<file path="src/rtl/skeleton_joint_end_detect_core_assert.svh">
// ----------------------------------------------------------------------------
// Skeleton joint/end detector assertion macros
// Concurrent assertion helpers used by the detector core RTL file.
// ----------------------------------------------------------------------------
`ifndef SKELETON_JOINT_END_DETECT_CORE_ASSERT_SVH
`define SKELETON_JOINT_END_DETECT_CORE_ASSERT_SVH

`ifndef ASSERT_OFF
// Property must hold at every rising clock edge outside reset.
`define SJED_ASSERT(label, clock, rst_n, prop) \
	label: assert property (@(posedge clock) disable iff (!rst_n) (prop)) \
		else $error("sjed assertion failed");
// Condition must never be true at a rising clock edge outside reset.
`define SJED_NEVER(label, clock, rst_n, cond) \
	label: assert property (@(posedge clock) disable iff (!rst_n) !(cond)) \
		else $error("sjed forbidden condition seen");
`else
`define SJED_ASSERT(label, clock, rst_n, prop)
`define SJED_NEVER(label, clock, rst_n, cond)
`endif

`endif

</file>
<file path="src/rtl/sjed_pkg.sv">
// ----------------------------------------------------------------------------
// Skeleton joint/end detector package
// Shared constants, types and the ring classification function.
// ----------------------------------------------------------------------------
`default_nettype none

package sjed_pkg;

	localparam int DEF_MAX_WIDTH  = 1024;
	localparam int DEF_MAX_HEIGHT = 1024;

	localparam int PIX_W   = 8;
	localparam int CFG_W   = 11;
	localparam int COORD_W = 10;

	localparam int MIN_WIDTH = 3;
	localparam logic [CFG_W-1:0] FRAME_WIDTH_RESET = 11'd640;
	localparam logic [PIX_W-1:0] PIX_WHITE = 8'd255;

	// Result queue between the window stage and the output channel.
	localparam int FIFO_DEPTH = 4;
	localparam int FIFO_AW    = 2;
	localparam int FIFO_CW    = 3;

	// Window cells around the center in circular order; neighbors are 4-adjacent.
	localparam int unsigned RING_ORDER [8] = '{0, 1, 2, 5, 8, 7, 6, 3};

	typedef enum logic {
		KIND_END   = 1'b0,
		KIND_JOINT = 1'b1
	} point_kind_t;

	typedef struct packed {
		logic [COORD_W-1:0] x;
		logic [COORD_W-1:0] y;
		point_kind_t        kind;
	} point_t;

	typedef struct packed {
		logic [FIFO_CW-1:0] count;
	} fifo_status_t;

	// Number of zero regions around the ring: circular runs of zero flags,
	// with an all-zero ring counting as one region.
	function automatic logic [3:0] zero_regions(input logic [7:0] z);
		logic [3:0] runs;
		runs = 4'd0;
		for (int i = 0; i < 8; i++) begin
			if (z[i] && !z[(i + 7) & 7]) begin
				runs = runs + 4'd1;
			end
		end
		if (z == 8'hFF) begin
			runs = 4'd1;
		end
		return runs;
	endfunction

endpackage

`default_nettype wire

</file>
<file path="src/rtl/sjed_ifs.sv">
// ----------------------------------------------------------------------------
// Skeleton joint/end detector channel interfaces
// Valid/ready channels for pixels, detected points and configuration.
// ----------------------------------------------------------------------------
`default_nettype none


interface sjed_point_if
	import sjed_pkg::*;
();
	logic               valid;
	logic               ready;
	logic [COORD_W-1:0] point_x;
	logic [COORD_W-1:0] point_y;
	logic               point_kind;

	modport source (output valid, output point_x, output point_y, output point_kind,
		input ready);
	modport sink (input valid, input point_x, input point_y, input point_kind,
		output ready);
endinterface


`default_nettype wire

</file>
<file path="src/rtl/sjed_point_fifo.sv">
// ----------------------------------------------------------------------------
// Detected point queue
// Small register queue that decouples the window stage from the output
// channel and reports its fill level for input flow control.
// ----------------------------------------------------------------------------
`default_nettype none

module sjed_point_fifo
	import sjed_pkg::*;
(
	input  wire logic     clk,
	input  wire logic     arst_n,
	input  wire logic     push,
	input  wire point_t   din,
	sjed_point_if.source  points,
	output fifo_status_t  status
);

	point_t               entries_q [FIFO_DEPTH];
	logic [FIFO_AW-1:0]   wr_ptr_q;
	logic [FIFO_AW-1:0]   rd_ptr_q;
	logic [FIFO_CW-1:0]   count_q;
	logic                 pop;

	assign pop = points.valid && points.ready;

	assign points.valid      = (count_q != '0);
	assign points.point_x    = entries_q[rd_ptr_q].x;
	assign points.point_y    = entries_q[rd_ptr_q].y;
	assign points.point_kind = entries_q[rd_ptr_q].kind;
	assign status.count      = count_q;

	always_ff @(posedge clk) begin
		if (push) begin
			entries_q[wr_ptr_q] <= din;
		end
	end

	always_ff @(posedge clk or negedge arst_n) begin
		if (!arst_n) begin
			wr_ptr_q <= '0;
			rd_ptr_q <= '0;
			count_q  <= '0;
		end else begin
			if (push) begin
				wr_ptr_q <= wr_ptr_q + FIFO_AW'(1);
			end
			if (pop) begin
				rd_ptr_q <= rd_ptr_q + FIFO_AW'(1);
			end
			count_q <= count_q + FIFO_CW'(push) - FIFO_CW'(pop);
		end
	end

endmodule

`default_nettype wire

</file>
<file path="src/flat_wrapper.sv">
// flat-port wrapper written by rule: the top's interface ports become plain ports
module sjed_point_fifo_flat import sjed_pkg::*;
  (clk, arst_n, push, din, status, points_valid, points_point_x, points_point_y, points_point_kind, points_ready);
  sjed_point_if points_i ();
  input  wire logic clk;
  input  wire logic arst_n;
  input  wire logic push;
  input  wire point_t din;
  output fifo_status_t status;
  output wire logic [$bits(points_i.valid)-1:0] points_valid;
  output wire logic [$bits(points_i.point_x)-1:0] points_point_x;
  output wire logic [$bits(points_i.point_y)-1:0] points_point_y;
  output wire logic [$bits(points_i.point_kind)-1:0] points_point_kind;
  input wire logic [$bits(points_i.ready)-1:0] points_ready;
  assign points_valid = points_i.valid;
  assign points_point_x = points_i.point_x;
  assign points_point_y = points_i.point_y;
  assign points_point_kind = points_i.point_kind;
  assign points_i.ready = points_ready;
  sjed_point_fifo u_core (.clk(clk), .arst_n(arst_n), .push(push), .din(din), .points(points_i), .status(status));
endmodule
</file>
<file path="config.mk">
export PLATFORM = sky130hd
export DESIGN_NAME = sjed_point_fifo_flat
export DESIGN_NICKNAME = d
export VERILOG_FILES = /design/src/rtl/skeleton_joint_end_detect_core_assert.svh /design/src/rtl/sjed_pkg.sv /design/src/rtl/sjed_ifs.sv /design/src/rtl/sjed_point_fifo.sv /design/src/flat_wrapper.sv
export SDC_FILE = /design/constraint.sdc
export NUM_CORES = 1
export LEC_CHECK = 0
export BUFFER_PORTS_ARGS = -buffer_cell sky130_fd_sc_hd__buf_2
export CAP_MARGIN = 30
export CORE_AREA = 3 3 80 82
export CTS_CLUSTER_DIAMETER = 30
export DETAILED_ROUTE_END_ITERATION = 16
export DIE_AREA = 0 0 83 85
export PLACE_DENSITY = 0.82
export SKIP_LAST_GASP = 1
export SLEW_MARGIN = 30
export SYNTH_ARGS = -nofsm -noshare
export SYNTH_HDL_FRONTEND = slang
export SYNTH_SLANG_ARGS = --single-unit
export TNS_END_PERCENT = 20
</file>
<file path="constraint.sdc">
create_clock -name clk -period 5.95 [get_ports clk]
set_input_delay 1.19 -clock clk [delete_from_list [all_inputs] [get_ports clk]]
set_output_delay 1.19 -clock clk [all_outputs]
set_load 0.005 [all_outputs]
</file>
# Word-level counts from Yosys, hierarchy flattened
# Memories as Yosys holds them, arrays and structs flattened.
# Cells that the tools add are included.
[totals] reg_bits=7 mem_bits_rw=84 inputBits=25 out_inout_bits=25 mem_count=1
[op_classes] addsub=4 mux=2 reduce_logical=2
[mem_list] name="u_core.entries_q" words=4 word_bits=21 rd=1 rd_ports_with_merged_regs=0 wr=1 line_no="sjed_point_fifo.sv:19" text="point_t entries_q [FIFO_DEPTH];"
[ops] cell="2-bit by 1-bit adder with 2-bit output, second input constant" n=2
[ops] cell="3-bit by 1-bit adder with 3-bit output" n=1
[ops] cell="3-bit nonzero test" n=1
[ops] cell="3-bit by 1-bit subtractor with 3-bit output" n=1
[ops] cell="1-bit 2-to-1 mux" n=2
[ops] cell="1-bit logical AND" n=1

# Longest topological paths before layout
[depth] depth_word=3 mapped_depth=7 ltp_nobuf=7

# Worst setup path after synthesis
# No wires, ideal clock.
[synth_path] path_kind="input-to-reg" from="in points_ready" to="reg u_core.count_q[2] (netlist: u_core.status[2])" setup_time_ps=123 t_arrival_ps=2397 path_slack_ps=3430 stages=7 path_cell_list="o31a_1 > ha_1 > inv_1 > ha_1 > fa_1 > xnor2_1 > xnor2_1"
[synth_between] elab_chain_cells=2
[synth_rtl] element="from (decl)" line_no="flat_wrapper.sv:14" text="input wire logic [$bits(points_i.ready)-1:0] points_ready;"
[synth_rtl] element="1-bit logical AND" line_no="sjed_point_fifo.sv:25" text="assign pop = points.valid && points.ready;"
[synth_rtl] element="3-bit by 1-bit subtractor with 3-bit output" line_no="sjed_point_fifo.sv:51" text="count_q <= count_q + FIFO_CW'(push) - FIFO_CW'(pop);"
[synth_rtl] element="to (signal assigned)" line_no="sjed_point_fifo.sv:51"
[synth_rtl] element="to (decl)" line_no="sjed_point_fifo.sv:22" text="logic [FIFO_CW-1:0] count_q;"
# No other way between the ends.
# A chain may end at the register's enable or synchronous reset.

# Final worst setup path
[layout_path] from="reg u_core.rd_ptr_q[0]" to="out points_point_y[0]"
[layout_between] elab_chain_cells=1
[layout_rtl] element="from (decl)" line_no="sjed_point_fifo.sv:21" text="logic [FIFO_AW-1:0] rd_ptr_q;"
[layout_rtl] element="from (signal assigned)" line_no="sjed_point_fifo.sv:49" text="rd_ptr_q <= rd_ptr_q + FIFO_AW'(1);"
[layout_rtl] element="memory 4 x 21 bit"
[layout_rtl] element="to (decl)" line_no="flat_wrapper.sv:12" text="output wire logic [$bits(points_i.point_y)-1:0] points_point_y;"
# No other way between the ends.

==> impl_metrics.ini <==
[drt]
drt_iter0_markers = 106
drt_wl_total_um = 5610
wl_per_cell_um = 20.1
vias_per_cell = 5.67
ant_nets = 0
vias = 1581
drt_pass1_iterations = 4
post-route-drc-count = 0

[floorplanning]
num_io_pins = 50
dieArea_mm2 = 0.00706
die_y_um = 85
start_util = 0.595
coreArea_mm2 = 0.00582
fp.dieW_um = 83
row_count = 28

[clock_network]
insertion_delay_ns = 0.34
postCtsSetupBuffers = 0
cts_max_path_buffers = 2
htree_levels = 3
numCtsBuffers = 9
clock_sinks = 91
cts.repair.resized = 0
root_buffer = clkbuf_8
cts_tree = done
hold_buffers = 0
clk_pin_slew_ns = 0.08

[synth]
synth_area_per_cell_um2 = 24.0
synth_nets = 176
yosysWarningCount = 0
synth_area_leaders = edfxtp_1 (73%), mux4_2 (12%), dfrtp_1 (5.1%)
synth.largest_area_cell = edfxtp_1
synth-seq-cells = 91
synth_common_cells = edfxtp_1 (84), mux4_2 (18), dfrtp_1 (7)
synth_top_area_frac = 0.729
synthCells = 144
synth_area_mm2 = 0.00346
ys_seq_area_frac = 0.779
synth_edf_count = 84
synthDistinctLibCells = 18
synthFlopType = edfxtp_1
yosysMostFrequentCell = edfxtp_1
async_reset_ff_frac = 0.0769

[global_route]
antenna_found_initial = 0
grt_max_degree = 24
overflow = 0
grt_pass1_wl_um = 9390
grt.total_usage = 0.178
grt_pass1_vias = 1796

[place]
io_buffers = 49
hpwl_um = 3620
dp_cells = 264
post_dp_cell_area_mm2 = 0.00375
gp_congestion = 0.757
dp_slack_ns = 3.17

[pwr]
cellPowerDensity_mw_per_mm2 = 451
ir_worst_vdd_mv = 0.261
p_leak_nw = 1.39
p_total_mw = 1.76

[worst_setup_path]
endpoint_kind = output port
cp-start-kind = flip-flop
worstPathArrival_ns = 1.85
critPathMaxStageDelay_ns = 0.63
critPathKind = reg2out
cp_max_fo = 23
crit_required_ns = 4.76
path_cells = buf_4, mux4_1, buf_2
slowest_stage = mux4_1

[sta]
setup-tns-final_ns = 0
setup_slack_ns = 2.91
max_clock_freq_mhz = 329
holdWs_ns = 0.560
setup_viol = 0
post-route-period-util = 0.511
min_period_ns = 3.04
slew_headroom = 0.617
finClkSkew_ns = 0.00565
drv_slew = 0
max_slew.worst_pin.slew_ns = 0.574
final-hold-violation-count = 0
rsz0062_at_grt = false

[layout]
drive_above_1_share = 0.407
nets = 232
utilization = 0.671
stdcell_count = 279
antenna_cells = 0
syn_to_final_growth_pct = 12.8
fin_area_mm2 = 0.00390

[run_status]
status = complete, no violations

[min_path]
min_path_type = reg2reg

[run]
drv_cap = 0
==> report_power, final <==
part,internal [mW],leakage (nW),total (mW),switching (mW)
registers,0.845,0.853,0.922,0.0771
logic,0.267,0.462,0.506,0.238
clock network,0.146,0.0719,0.333,0.188
total,1.26,1.39,1.76,0.503
==> logic make-up after synthesis <==
group	Yosys count	synth area share
DFF	91	0.779
muxes	21	0.140
buffers and inverters	11	0.0242
adders and majority gates	7	0.0275
and+or+nand+nor	6	0.0101
xor gates and xnor gates	5	0.0127
AOI/OAI and AO/OA	3	0.00650
==> placed cells by master (no fill, tap or decap) <==
master | synthesis | layout
edfxtp_1 | 84 | 84
o311ai_0 | 1 | 1
clkbuf_1 | 0 | 2
buf_2 | 2 | 49
nand2_1 | 1 | 1
dfrtp_1 | 7 | 6
buf_4 | 0 | 1
mux4_1 | 3 | 3
inv_1 | 6 | 6
and2_2 | 0 | 4
xor2_1 | 2 | 2
or3_1 | 1 | 1
o31a_1 | 1 | 1
ha_1 | 6 | 6
clkinv_1 | 0 | 3
clkbuf_8 | 0 | 9
mux4_2 | 18 | 18
xnor2_1 | 3 | 3
dfrtp_2 | 0 | 1
o21ai_0 | 1 | 1
fa_1 | 1 | 1
clkinvlp_4 | 0 | 1
==> layout make-up <==
class	instances	area [um2]
inverters	6	22.5
well taps	75	93.8
clock inverters	4	18.8
multi-input cells	42	686
flip-flops and latches	91	2700
repair buffers	50	253
clock buffers	11	131
fillers	394	1910
==> final timing paths <==
check	end	startpoint	slack (ns)	depth (start not counted)
max	points_point_y[0]	u_core.rd_ptr_q[0]	2.91	3
min	u_core.wr_ptr_q[0]	u_core.wr_ptr_q[0]	0.56	1
max reg2reg	u_core.status[2]	u_core.status[1]	3.86	7
min reg2reg	u_core.wr_ptr_q[0]	u_core.wr_ptr_q[0]	0.56	1
max in group asynchronous	u_core.rd_ptr_q[1]	arst_n	5.10	1
min in group asynchronous	u_core.status[0]	arst_n	0.67	1
==> flip-flops by register name (all words and copies together), names as in the netlist <==
register,flops
u_core.entries_q,84
u_core.wr_ptr_q,2
u_core.rd_ptr_q,2
u_core.status,3
==> critical path, delay by kind of cell, from the launching register on <==
family | cells | cell delay [ns]
multiplexers | 1 | 0.63
buffers and inverters | 2 | 0.54
flip-flops | 1 | 0.34
==> routing by layer <==
| metal | routed length [um] | share of wire | GRT usage | vias up |
|---|---|---|---|---|
| met1 | 2260 | 0.40 | 0.216 | 818 |
| met3 | 254 | 0.045 | 0.0379 | 6 |
| met4 | 71 | 0.013 | 0.0847 | 0 |
| li1 | - | - | - | 700 |
| met2 | 3020 | 0.54 | 0.308 | 57 |
| met5 | 0 | 0 | 0 | - |
Note: power is estimated with default switching activity, not from simulation.
