## src/rtl/skeleton_joint_end_detect_core_assert.svh

```systemverilog
// ----------------------------------------------------------------------------
// Skeleton joint/end detector assertion macros
// Concurrent assertion helpers used by the detector core RTL file.
// ----------------------------------------------------------------------------
`ifndef SKELETON_JOINT_END_DETECT_CORE_ASSERT_SVH
`define SKELETON_JOINT_END_DETECT_CORE_ASSERT_SVH

`ifndef ASSERT_OFF
// Property must hold at every rising clock edge outside reset.
`define SJED_ASSERT(label, clock, rst_n, prop) \
	label: assert property (@(posedge clock) disable iff (!rst_n) (prop)) \
		else $error("sjed assertion failed");
// Condition must never be true at a rising clock edge outside reset.
`define SJED_NEVER(label, clock, rst_n, cond) \
	label: assert property (@(posedge clock) disable iff (!rst_n) !(cond)) \
		else $error("sjed forbidden condition seen");
`else
`define SJED_ASSERT(label, clock, rst_n, prop)
`define SJED_NEVER(label, clock, rst_n, cond)
`endif

`endif

```

## src/rtl/sjed_pkg.sv

```systemverilog
// ----------------------------------------------------------------------------
// Skeleton joint/end detector package
// Shared constants, types and the ring classification function.
// ----------------------------------------------------------------------------
`default_nettype none

package sjed_pkg;

	localparam int DEF_MAX_WIDTH  = 1024;
	localparam int DEF_MAX_HEIGHT = 1024;

	localparam int PIX_W   = 8;
	localparam int CFG_W   = 11;
	localparam int COORD_W = 10;

	localparam int MIN_WIDTH = 3;
	localparam logic [CFG_W-1:0] FRAME_WIDTH_RESET = 11'd640;
	localparam logic [PIX_W-1:0] PIX_WHITE = 8'd255;

	// Result queue between the window stage and the output channel.
	localparam int FIFO_DEPTH = 4;
	localparam int FIFO_AW    = 2;
	localparam int FIFO_CW    = 3;

	// Window cells around the center in circular order; neighbors are 4-adjacent.
	localparam int unsigned RING_ORDER [8] = '{0, 1, 2, 5, 8, 7, 6, 3};

	typedef enum logic {
		KIND_END   = 1'b0,
		KIND_JOINT = 1'b1
	} point_kind_t;

	typedef struct packed {
		logic [COORD_W-1:0] x;
		logic [COORD_W-1:0] y;
		point_kind_t        kind;
	} point_t;

	typedef struct packed {
		logic [FIFO_CW-1:0] count;
	} fifo_status_t;

	// Number of zero regions around the ring: circular runs of zero flags,
	// with an all-zero ring counting as one region.
	function automatic logic [3:0] zero_regions(input logic [7:0] z);
		logic [3:0] runs;
		runs = 4'd0;
		for (int i = 0; i < 8; i++) begin
			if (z[i] && !z[(i + 7) & 7]) begin
				runs = runs + 4'd1;
			end
		end
		if (z == 8'hFF) begin
			runs = 4'd1;
		end
		return runs;
	endfunction

endpackage

`default_nettype wire

```

## src/rtl/sjed_window.sv

```systemverilog
// ----------------------------------------------------------------------------
// 3x3 window and classifier
// Shifts the new column into the window and classifies the center pixel
// as an end point or a joint from the zero regions around it.
// ----------------------------------------------------------------------------
`default_nettype none

module sjed_window
	import sjed_pkg::*;
#(
	parameter int CW = $clog2(DEF_MAX_WIDTH),
	parameter int RW = $clog2(DEF_MAX_HEIGHT)
) (
	input  wire logic             clk,
	input  wire logic             arst_n,
	input  wire logic             in_valid,
	input  wire logic [PIX_W-1:0] up,
	input  wire logic [PIX_W-1:0] mid,
	input  wire logic [PIX_W-1:0] pix,
	input  wire logic [CW-1:0]    x,
	input  wire logic [RW-1:0]    y,
	output logic                  res_valid,
	output point_t                res
);

	logic [PIX_W-1:0] win_q [9];
	logic [PIX_W-1:0] win_d [9];
	logic [7:0]       ring_zero;
	logic [3:0]       regions;

	always_comb begin
		win_d[0] = win_q[1];
		win_d[1] = win_q[2];
		win_d[2] = up;
		win_d[3] = win_q[4];
		win_d[4] = win_q[5];
		win_d[5] = mid;
		win_d[6] = win_q[7];
		win_d[7] = win_q[8];
		win_d[8] = pix;
	end

	always_comb begin
		for (int i = 0; i < 8; i++) begin
			ring_zero[i] = (win_d[RING_ORDER[i]] == '0);
		end
	end

	assign regions = zero_regions(ring_zero);

	always_comb begin
		res_valid = in_valid && (x >= CW'(2)) && (y >= RW'(2)) && (win_d[4] == PIX_WHITE)
			&& ((regions == 4'd1) || (regions >= 4'd3));
		res.x     = COORD_W'(x - CW'(1));
		res.y     = COORD_W'(y - RW'(1));
		res.kind  = (regions >= 4'd3) ? KIND_JOINT : KIND_END;
	end

	always_ff @(posedge clk or negedge arst_n) begin
		if (!arst_n) begin
			for (int i = 0; i < 9; i++) begin
				win_q[i] <= '0;
			end
		end else if (in_valid) begin
			win_q <= win_d;
		end
	end

endmodule

`default_nettype wire

```

## config.mk

```make
export PLATFORM = sky130hd
export DESIGN_NAME = sjed_window
export DESIGN_NICKNAME = d
export VERILOG_FILES = /design/src/rtl/skeleton_joint_end_detect_core_assert.svh /design/src/rtl/sjed_pkg.sv /design/src/rtl/sjed_window.sv
export SDC_FILE = /design/constraint.sdc
export NUM_CORES = 1
export LEC_CHECK = 0
export ABC_AREA = 1
export BUFFER_PORTS_ARGS = -buffer_cell sky130_fd_sc_hd__buf_2
export CAP_MARGIN = 20
export CELL_PAD_IN_SITES_DETAIL_PLACEMENT = 1
export CELL_PAD_IN_SITES_GLOBAL_PLACEMENT = 2
export CORE_MARGIN = 3
export CORE_UTILIZATION = 30
export DETAILED_ROUTE_END_ITERATION = 8
export PLACE_DENSITY = 0.86
export SKIP_LAST_GASP = 1
export SYNTH_ARGS = -nofsm -noshare
export SYNTH_HDL_FRONTEND = slang
export SYNTH_SLANG_ARGS = --single-unit
```

## constraint.sdc

```tcl
create_clock -name clk -period 4.2 [get_ports clk]
set_input_delay 0.21 -clock clk [delete_from_list [all_inputs] [get_ports clk]]
set_output_delay 0.21 -clock clk [all_outputs]
set_load 0.1 [all_outputs]
```

* Word-level counts from Yosys, hierarchy flattened
Index checks and enable logic that the tools add are counted.
** Operators by class
- Muxes and demuxes :: 10
- Equal/unequal tests :: 3
- $lt $le $gt $ge :: 3
- Add/sub/neg operators :: 9
- Reductions and logical operators :: 29
** Operators by type and width (count)
- $logic_not 8->1 :: 8
- $mux 4 :: 8
- $add 4x1->4 const B :: 7
- $ge 10x2->1 const B :: 2
- $sub 10x1->10 const B :: 2
- $eq 8x8->1 const B :: 2
- $logic_and 1x1->1 :: 12
- $logic_not 1->1 :: 8
- $eq 4x1->1 const B :: 1
- $ge 4x2->1 const B :: 1
- $mux 1 :: 2
- $logic_or 1x1->1 :: 1
** Storage, ports and cells
- Register bits after elaboration :: 48

* Depth between registers and ports, before layout
- Depth after elaboration :: 22
- Gate-level depth with buffers :: 27
- Gate-level depth less buffers :: 27

* Worst setup path after synthesis
Ideal clock, no wire load.
- Path kind :: reg-to-output
- Start :: register win_q, in the netlist win_d[56]
- End :: output res_valid
- Arrival time :: 4.335 ns
- Data required time :: 3.990 ns
- Setup slack :: -0.345 ns
- Cell stages (with the launch flop) :: 27
- Path buffers :: 0
- Path through :: dfrtp_1 inv_1 nand2_1 nor2_1 nand2_1 nand2_1 nand2_1 nand2_2 nand2_2 ha_1 nand3_1 nand2_1 ha_1 inv_1 o21ai_2 ha_1 or2_2 nand3_1 nand2_1 ha_1 nand2_1 xor2_1 inv_1 nor2_2 nand2_1 nor2_1 nor2_1
** On the way
- Cells in the longest elaborated chain, start to end :: 19
- Elaborated cells between the ends (all ways) :: 23
- Classes of those cells :: add/sub (6); order compare (1); eq/ne (2); mux (8); reduce/logical (6)
** RTL lines
- from (decl) :: line sjed_window.sv:26 : logic [PIX_W-1:0] win_q [9];
- from (signal assigned) :: line sjed_window.sv:65 : win_q <= win_d;
- $logic_not 8->1 (*) :: line sjed_window.sv:45 : ring_zero[i] = (win_d[RING_ORDER[i]] == '0);
- $logic_and 1x1->1 :: line sjed_pkg.sv:49 : if (z[i] && !z[(i + 7) & 7]) begin
- $mux 4 :: line sjed_pkg.sv:49
- $add 4x1->4 :: line sjed_pkg.sv:50 : runs = runs + 4'd1;
- $mux 4 :: line sjed_pkg.sv:49
- $add 4x1->4 :: line sjed_pkg.sv:50
- $mux 4 :: line sjed_pkg.sv:49
- $add 4x1->4 :: line sjed_pkg.sv:50
- [... 3 more ...]
- $add 4x1->4 :: line sjed_pkg.sv:50
- $mux 4 :: line sjed_pkg.sv:49
- $add 4x1->4 :: line sjed_pkg.sv:50
- $mux 4 :: line sjed_pkg.sv:49
- $mux 4 (*) :: line sjed_pkg.sv:53 : if (z == 8'hFF) begin
- $ge 4x2->1 or $eq 4x1->1 (tied branches) :: line sjed_window.sv:53 : && ((regions == 4'd1) || (regions >= 4'd3));
- $logic_or 1x1->1 (*) :: line sjed_window.sv:53
- $logic_and 1x1->1 (*) :: line sjed_window.sv:53
- to (decl) :: line sjed_window.sv:22 : output logic res_valid,
Every way passes the cells marked *; elsewhere a longest branch is shown, timed or not.

* Worst setup path after layout
- Start :: register win_q, in the netlist win_d[70]
- End :: output res_valid
** On the way
- Cells in the longest elaborated chain, start to end :: 21
- Elaborated cells between the ends (all ways) :: 25
- Classes of those cells :: add/sub (7); order compare (1); eq/ne (2); mux (9); reduce/logical (6)
** RTL lines (line)
- $logic_not 8->1 (*) :: sjed_window.sv:45
- $logic_and 1x1->1 :: sjed_pkg.sv:49
- $mux 1 :: sjed_pkg.sv:49
- $add 4x1->4 :: sjed_pkg.sv:50
- $mux 4 :: sjed_pkg.sv:49
- $add 4x1->4 :: sjed_pkg.sv:50
- $mux 4 :: sjed_pkg.sv:49
- $add 4x1->4 :: sjed_pkg.sv:50
- [... 5 more ...]
- $add 4x1->4 :: sjed_pkg.sv:50
- $mux 4 :: sjed_pkg.sv:49
- $add 4x1->4 :: sjed_pkg.sv:50
- $mux 4 :: sjed_pkg.sv:49
- $mux 4 (*) :: sjed_pkg.sv:53
- $ge 4x2->1 or $eq 4x1->1 (tied branches) :: sjed_window.sv:53
- $logic_or 1x1->1 (*) :: sjed_window.sv:53
- $logic_and 1x1->1 (*) :: sjed_window.sv:53
Marks and branches as above.

==> impl_metrics.toml <==
[worst_setup_path]
required_ns = 3.99
cp-start-kind = "flip-flop"
worstPathMaxFanout = 3
critPathCaptureType = "output port"
crit_start = "win_d[70]"
arrival_ns = 3.83
r2r-start = "win_d[35]"
crit_type = "flip-flop to output port"

[cells_and_area]
fin_util_pct = 42.4
area_growth_pct = 33.5
largest_reg_flops = 48
nets = 545
drive_gt1_share_pct = 36.7
stdcell_area_sq_um = 4030
n_antenna_cell = 0

[sta]
finalHoldViolCount = 0
post-route-period-util_pct = 96.3
final-setup-viol-count = 0
finalClockSkew_ns = 0.0104
worstMarginPinSlew_ns = 0.769
fmax_mhz = 247
fin_setup_tns_ns = 0
min_period_ns = 4.04
drv_slew = 0
slew_headroom_pct = 48.7
rsz0062_at_grt = "yes"

[place]
dpl_cell_area_sq_um = 3490
port_buffers = 68
gp_congestion = 0.751
hpwl_um = 5920

[pwr]
p_sw_share_pct = 33.8
p_clk_share_pct = 33.0
powerDensity_nw_per_um2 = 312
peakVddDrop_uv = 147
pwr-share-comb_pct = 24.4
p_switching_mw = 0.424
p_leak_nw = 2.05
power.internal_mw = 0.831
seqPwrFrac_pct = 42.6

[cts]
ctsHtreeMaxLevel = 2
clockBufferDepth = 2
cts.reportedPaths.clkPinSlew_ns = 0.10
clockRootBuffer = "clkbuf_8"
insertion_delay_ns = 0.31
cts_tree = "done"
cts_sinks = 48
numCtsBuffers = 5

[synthesis]
synth_nets = 462
avgSynthCellArea_sq_um = 7.42
yosys_warnings = 0
synth_compound_area_share_pct = 9.76
ys_ff_latch = 48
synthAdderAreaFrac_pct = 3.74
netlist_area_sq_um = 3010
ys_types = 31
synthMuxAreaShare_pct = 0.747
synth_xor_area_share_pct = 4.07
netlist_instances = 406
ys_seq_area_share_pct = 39.9
yosys.area_share.simple_pct = 31.9
synth_top_family_by_area = "simple AND/OR/NAND/NOR gates"

[global_routing]
antenna_found_initial = 0
grt_first_pass_wirelength_um = 13000
grt.total_usage_pct = 13.8
grt-ovfl-total = 0
grt_pass1_vias = 2989
grt_max_degree = 94

[drt]
vias = 2865
drc = 0
first_pass_iters = 5
vias_per_cell = 4.63
wl_per_cell_um = 13.4
ant_nets = 0
totalWireLength_um = 8280
drt_iter0_drc = 69

[die]
die_x_um = 106
ioPinCount = 69
core_sq_um = 9500
rows = 35
fp.dieH_um = 106
dieArea_sq_um = 11300
initial_core_util_pct = 31.7

[run_status]
status = "finished clean"

[flow_run]
cap_violations = 0

[min_path]
hold_class = "input pin to flip-flop"
min_from = "pix[7]"
-- worst max-delay path, cell delays in order (launching register included) --
cell	delay [ns]
dfrtp_1	0.40
nor2_2	0.12
nand2_2	0.08
nor2_4	0.17
nand4_1	0.21
inv_2	0.12
ha_4	0.21
nand3_4	0.10
nand2_4	0.07
ha_4	0.27
inv_4	0.03
o21ai_4	0.19
xor2_1	0.17
inv_1	0.09
ha_4	0.25
nand2_4	0.08
nand2_4	0.06
ha_4	0.15
nand2_2	0.06
xor2_1	0.15
inv_1	0.07
nor2_2	0.09
nand2_1	0.07
nor2_2	0.09
nor2_2	0.06
buf_12	0.17
-- synthesized netlist by cell type --
library cell / count / area [sq um]
nand3b_1: 1 / 7.51
nand3_4: 2 / 35.0
nand4_1: 13 / 81.3
nor2_4: 3 / 33.8
o21ai_2: 1 / 8.76
nand2_1: 74 / 278
buf_1: 4 / 15.0
ha_1: 9 / 113
nor2_1: 54 / 203
nand4_2: 1 / 12.5
nor2_2: 6 / 37.5
nor3_1: 4 / 20.0
clkbuf_1: 6 / 22.5
inv_1: 65 / 244
xor2_1: 13 / 114
dfrtp_1: 48 / 1200
nor4_1: 3 / 18.8
mux2_2: 2 / 22.5
a21oi_1: 15 / 75.1
nand3_2: 5 / 50.1
o21ai_0: 36 / 180
xnor2_1: 1 / 8.76
nand3_1: 12 / 60.1
nand2_4: 1 / 11.3
a21boi_0: 1 / 7.51
inv_2: 4 / 15.0
clkinv_1: 1 / 3.75
or2_2: 1 / 6.26
o31ai_1: 2 / 15.0
o211ai_1: 1 / 7.51
nand2_2: 17 / 106
-- cell usage in the layout (no fill, tap or decap), types with 7 or more instances in the layout --
cell and instances:
inv_1 54, nand4_1 13, a21oi_1 14, o21ai_0 36, buf_2 66, nor2_4 7
nor2_1 43, nand2_2 20, inv_2 15, xor2_1 13, nand2_4 11, nor2_2 13
buf_4 16, nand3_1 10, dfrtp_1 48, nand2_1 61
-- per-stage QoR --
stage / hold slack (ns) / power [mW] / worst slack (ns) / cells
2_1_floorplan: -0.0856 / 0.742 / 0.119 / 406
3_3_place_gp: 0.435 / 0.818 / 0.174 / 594
3_5_place_dp: 0.441 / 0.825 / -0.0610 / 594
4_1_cts: 0.113 / 1.24 / 0.00649 / 608
5_1_grt: 0.123 / 1.32 / -0.0918 / 619
6_report: 0.114 / 1.26 / 0.157 / 619
-- power groups by stage --
stage / sequential, mW / combinational, mW / clock (mW)
2_1_floorplan: 0.534 / 0.208 / 0
3_3_place_gp: 0.538 / 0.280 / 0
3_5_place_dp: 0.540 / 0.285 / 0
4_1_cts: 0.532 / 0.289 / 0.424
5_1_grt: 0.539 / 0.338 / 0.440
6_report: 0.534 / 0.307 / 0.414
-- area by class of cell --
class	instances	area, sq um
tap	129	161
timing repair buffer	86	508
clock buffer	5	68.8
fill	1199	5480
sequential	48	1200
multi-input combinational	278	1750
inverter	70	265
clock inverter	3	68.8
-- layer usage --
metal / global-route usage [%] / vias to the layer above / routed length [um]
li1: - / 1440 / -
met4: 3.33 / 0 / 118
met2: 25.9 / 37 / 4600
met5: 0 / - / 0
met3: 2.00 / 12 / 191
met1: 16.3 / 1376 / 3360
-- final timing paths --
path                              to  slack [ns]  cells after the start
max in group asynchronous  win_d[17]        3.25                      3
max reg2reg                win_d[35]        3.41                      1
min in group asynchronous  win_d[66]        0.43                      2
min reg2reg                win_d[18]        0.50                      2
max                        res_valid        0.16                     25
min                        win_d[15]        0.11                      3
-- kinds of logic (layout without fill, tap and decap cells) --
logic type                 count (synthesis)  count (layout)
adders and majority gates                  9               9
DFF                                       48              48
AOI/OAI and AO/OA                         56              56
muxes                                      2               2
and+or+nand+nor                          197             197
buffers and inverters                     80             164
xor gates and xnor gates                  14              14
-- repair_timing --
action                                  CTS  global route
buffers inserted                          6             9
resized for setup                        18            51
endpoints found under the hold margin     0            23
hold buffers                              0             1
endpoints found under the setup margin    2             2
pin swaps                                 9            33
gates cloned                              0             0
Power figures use the tool's default switching activity.
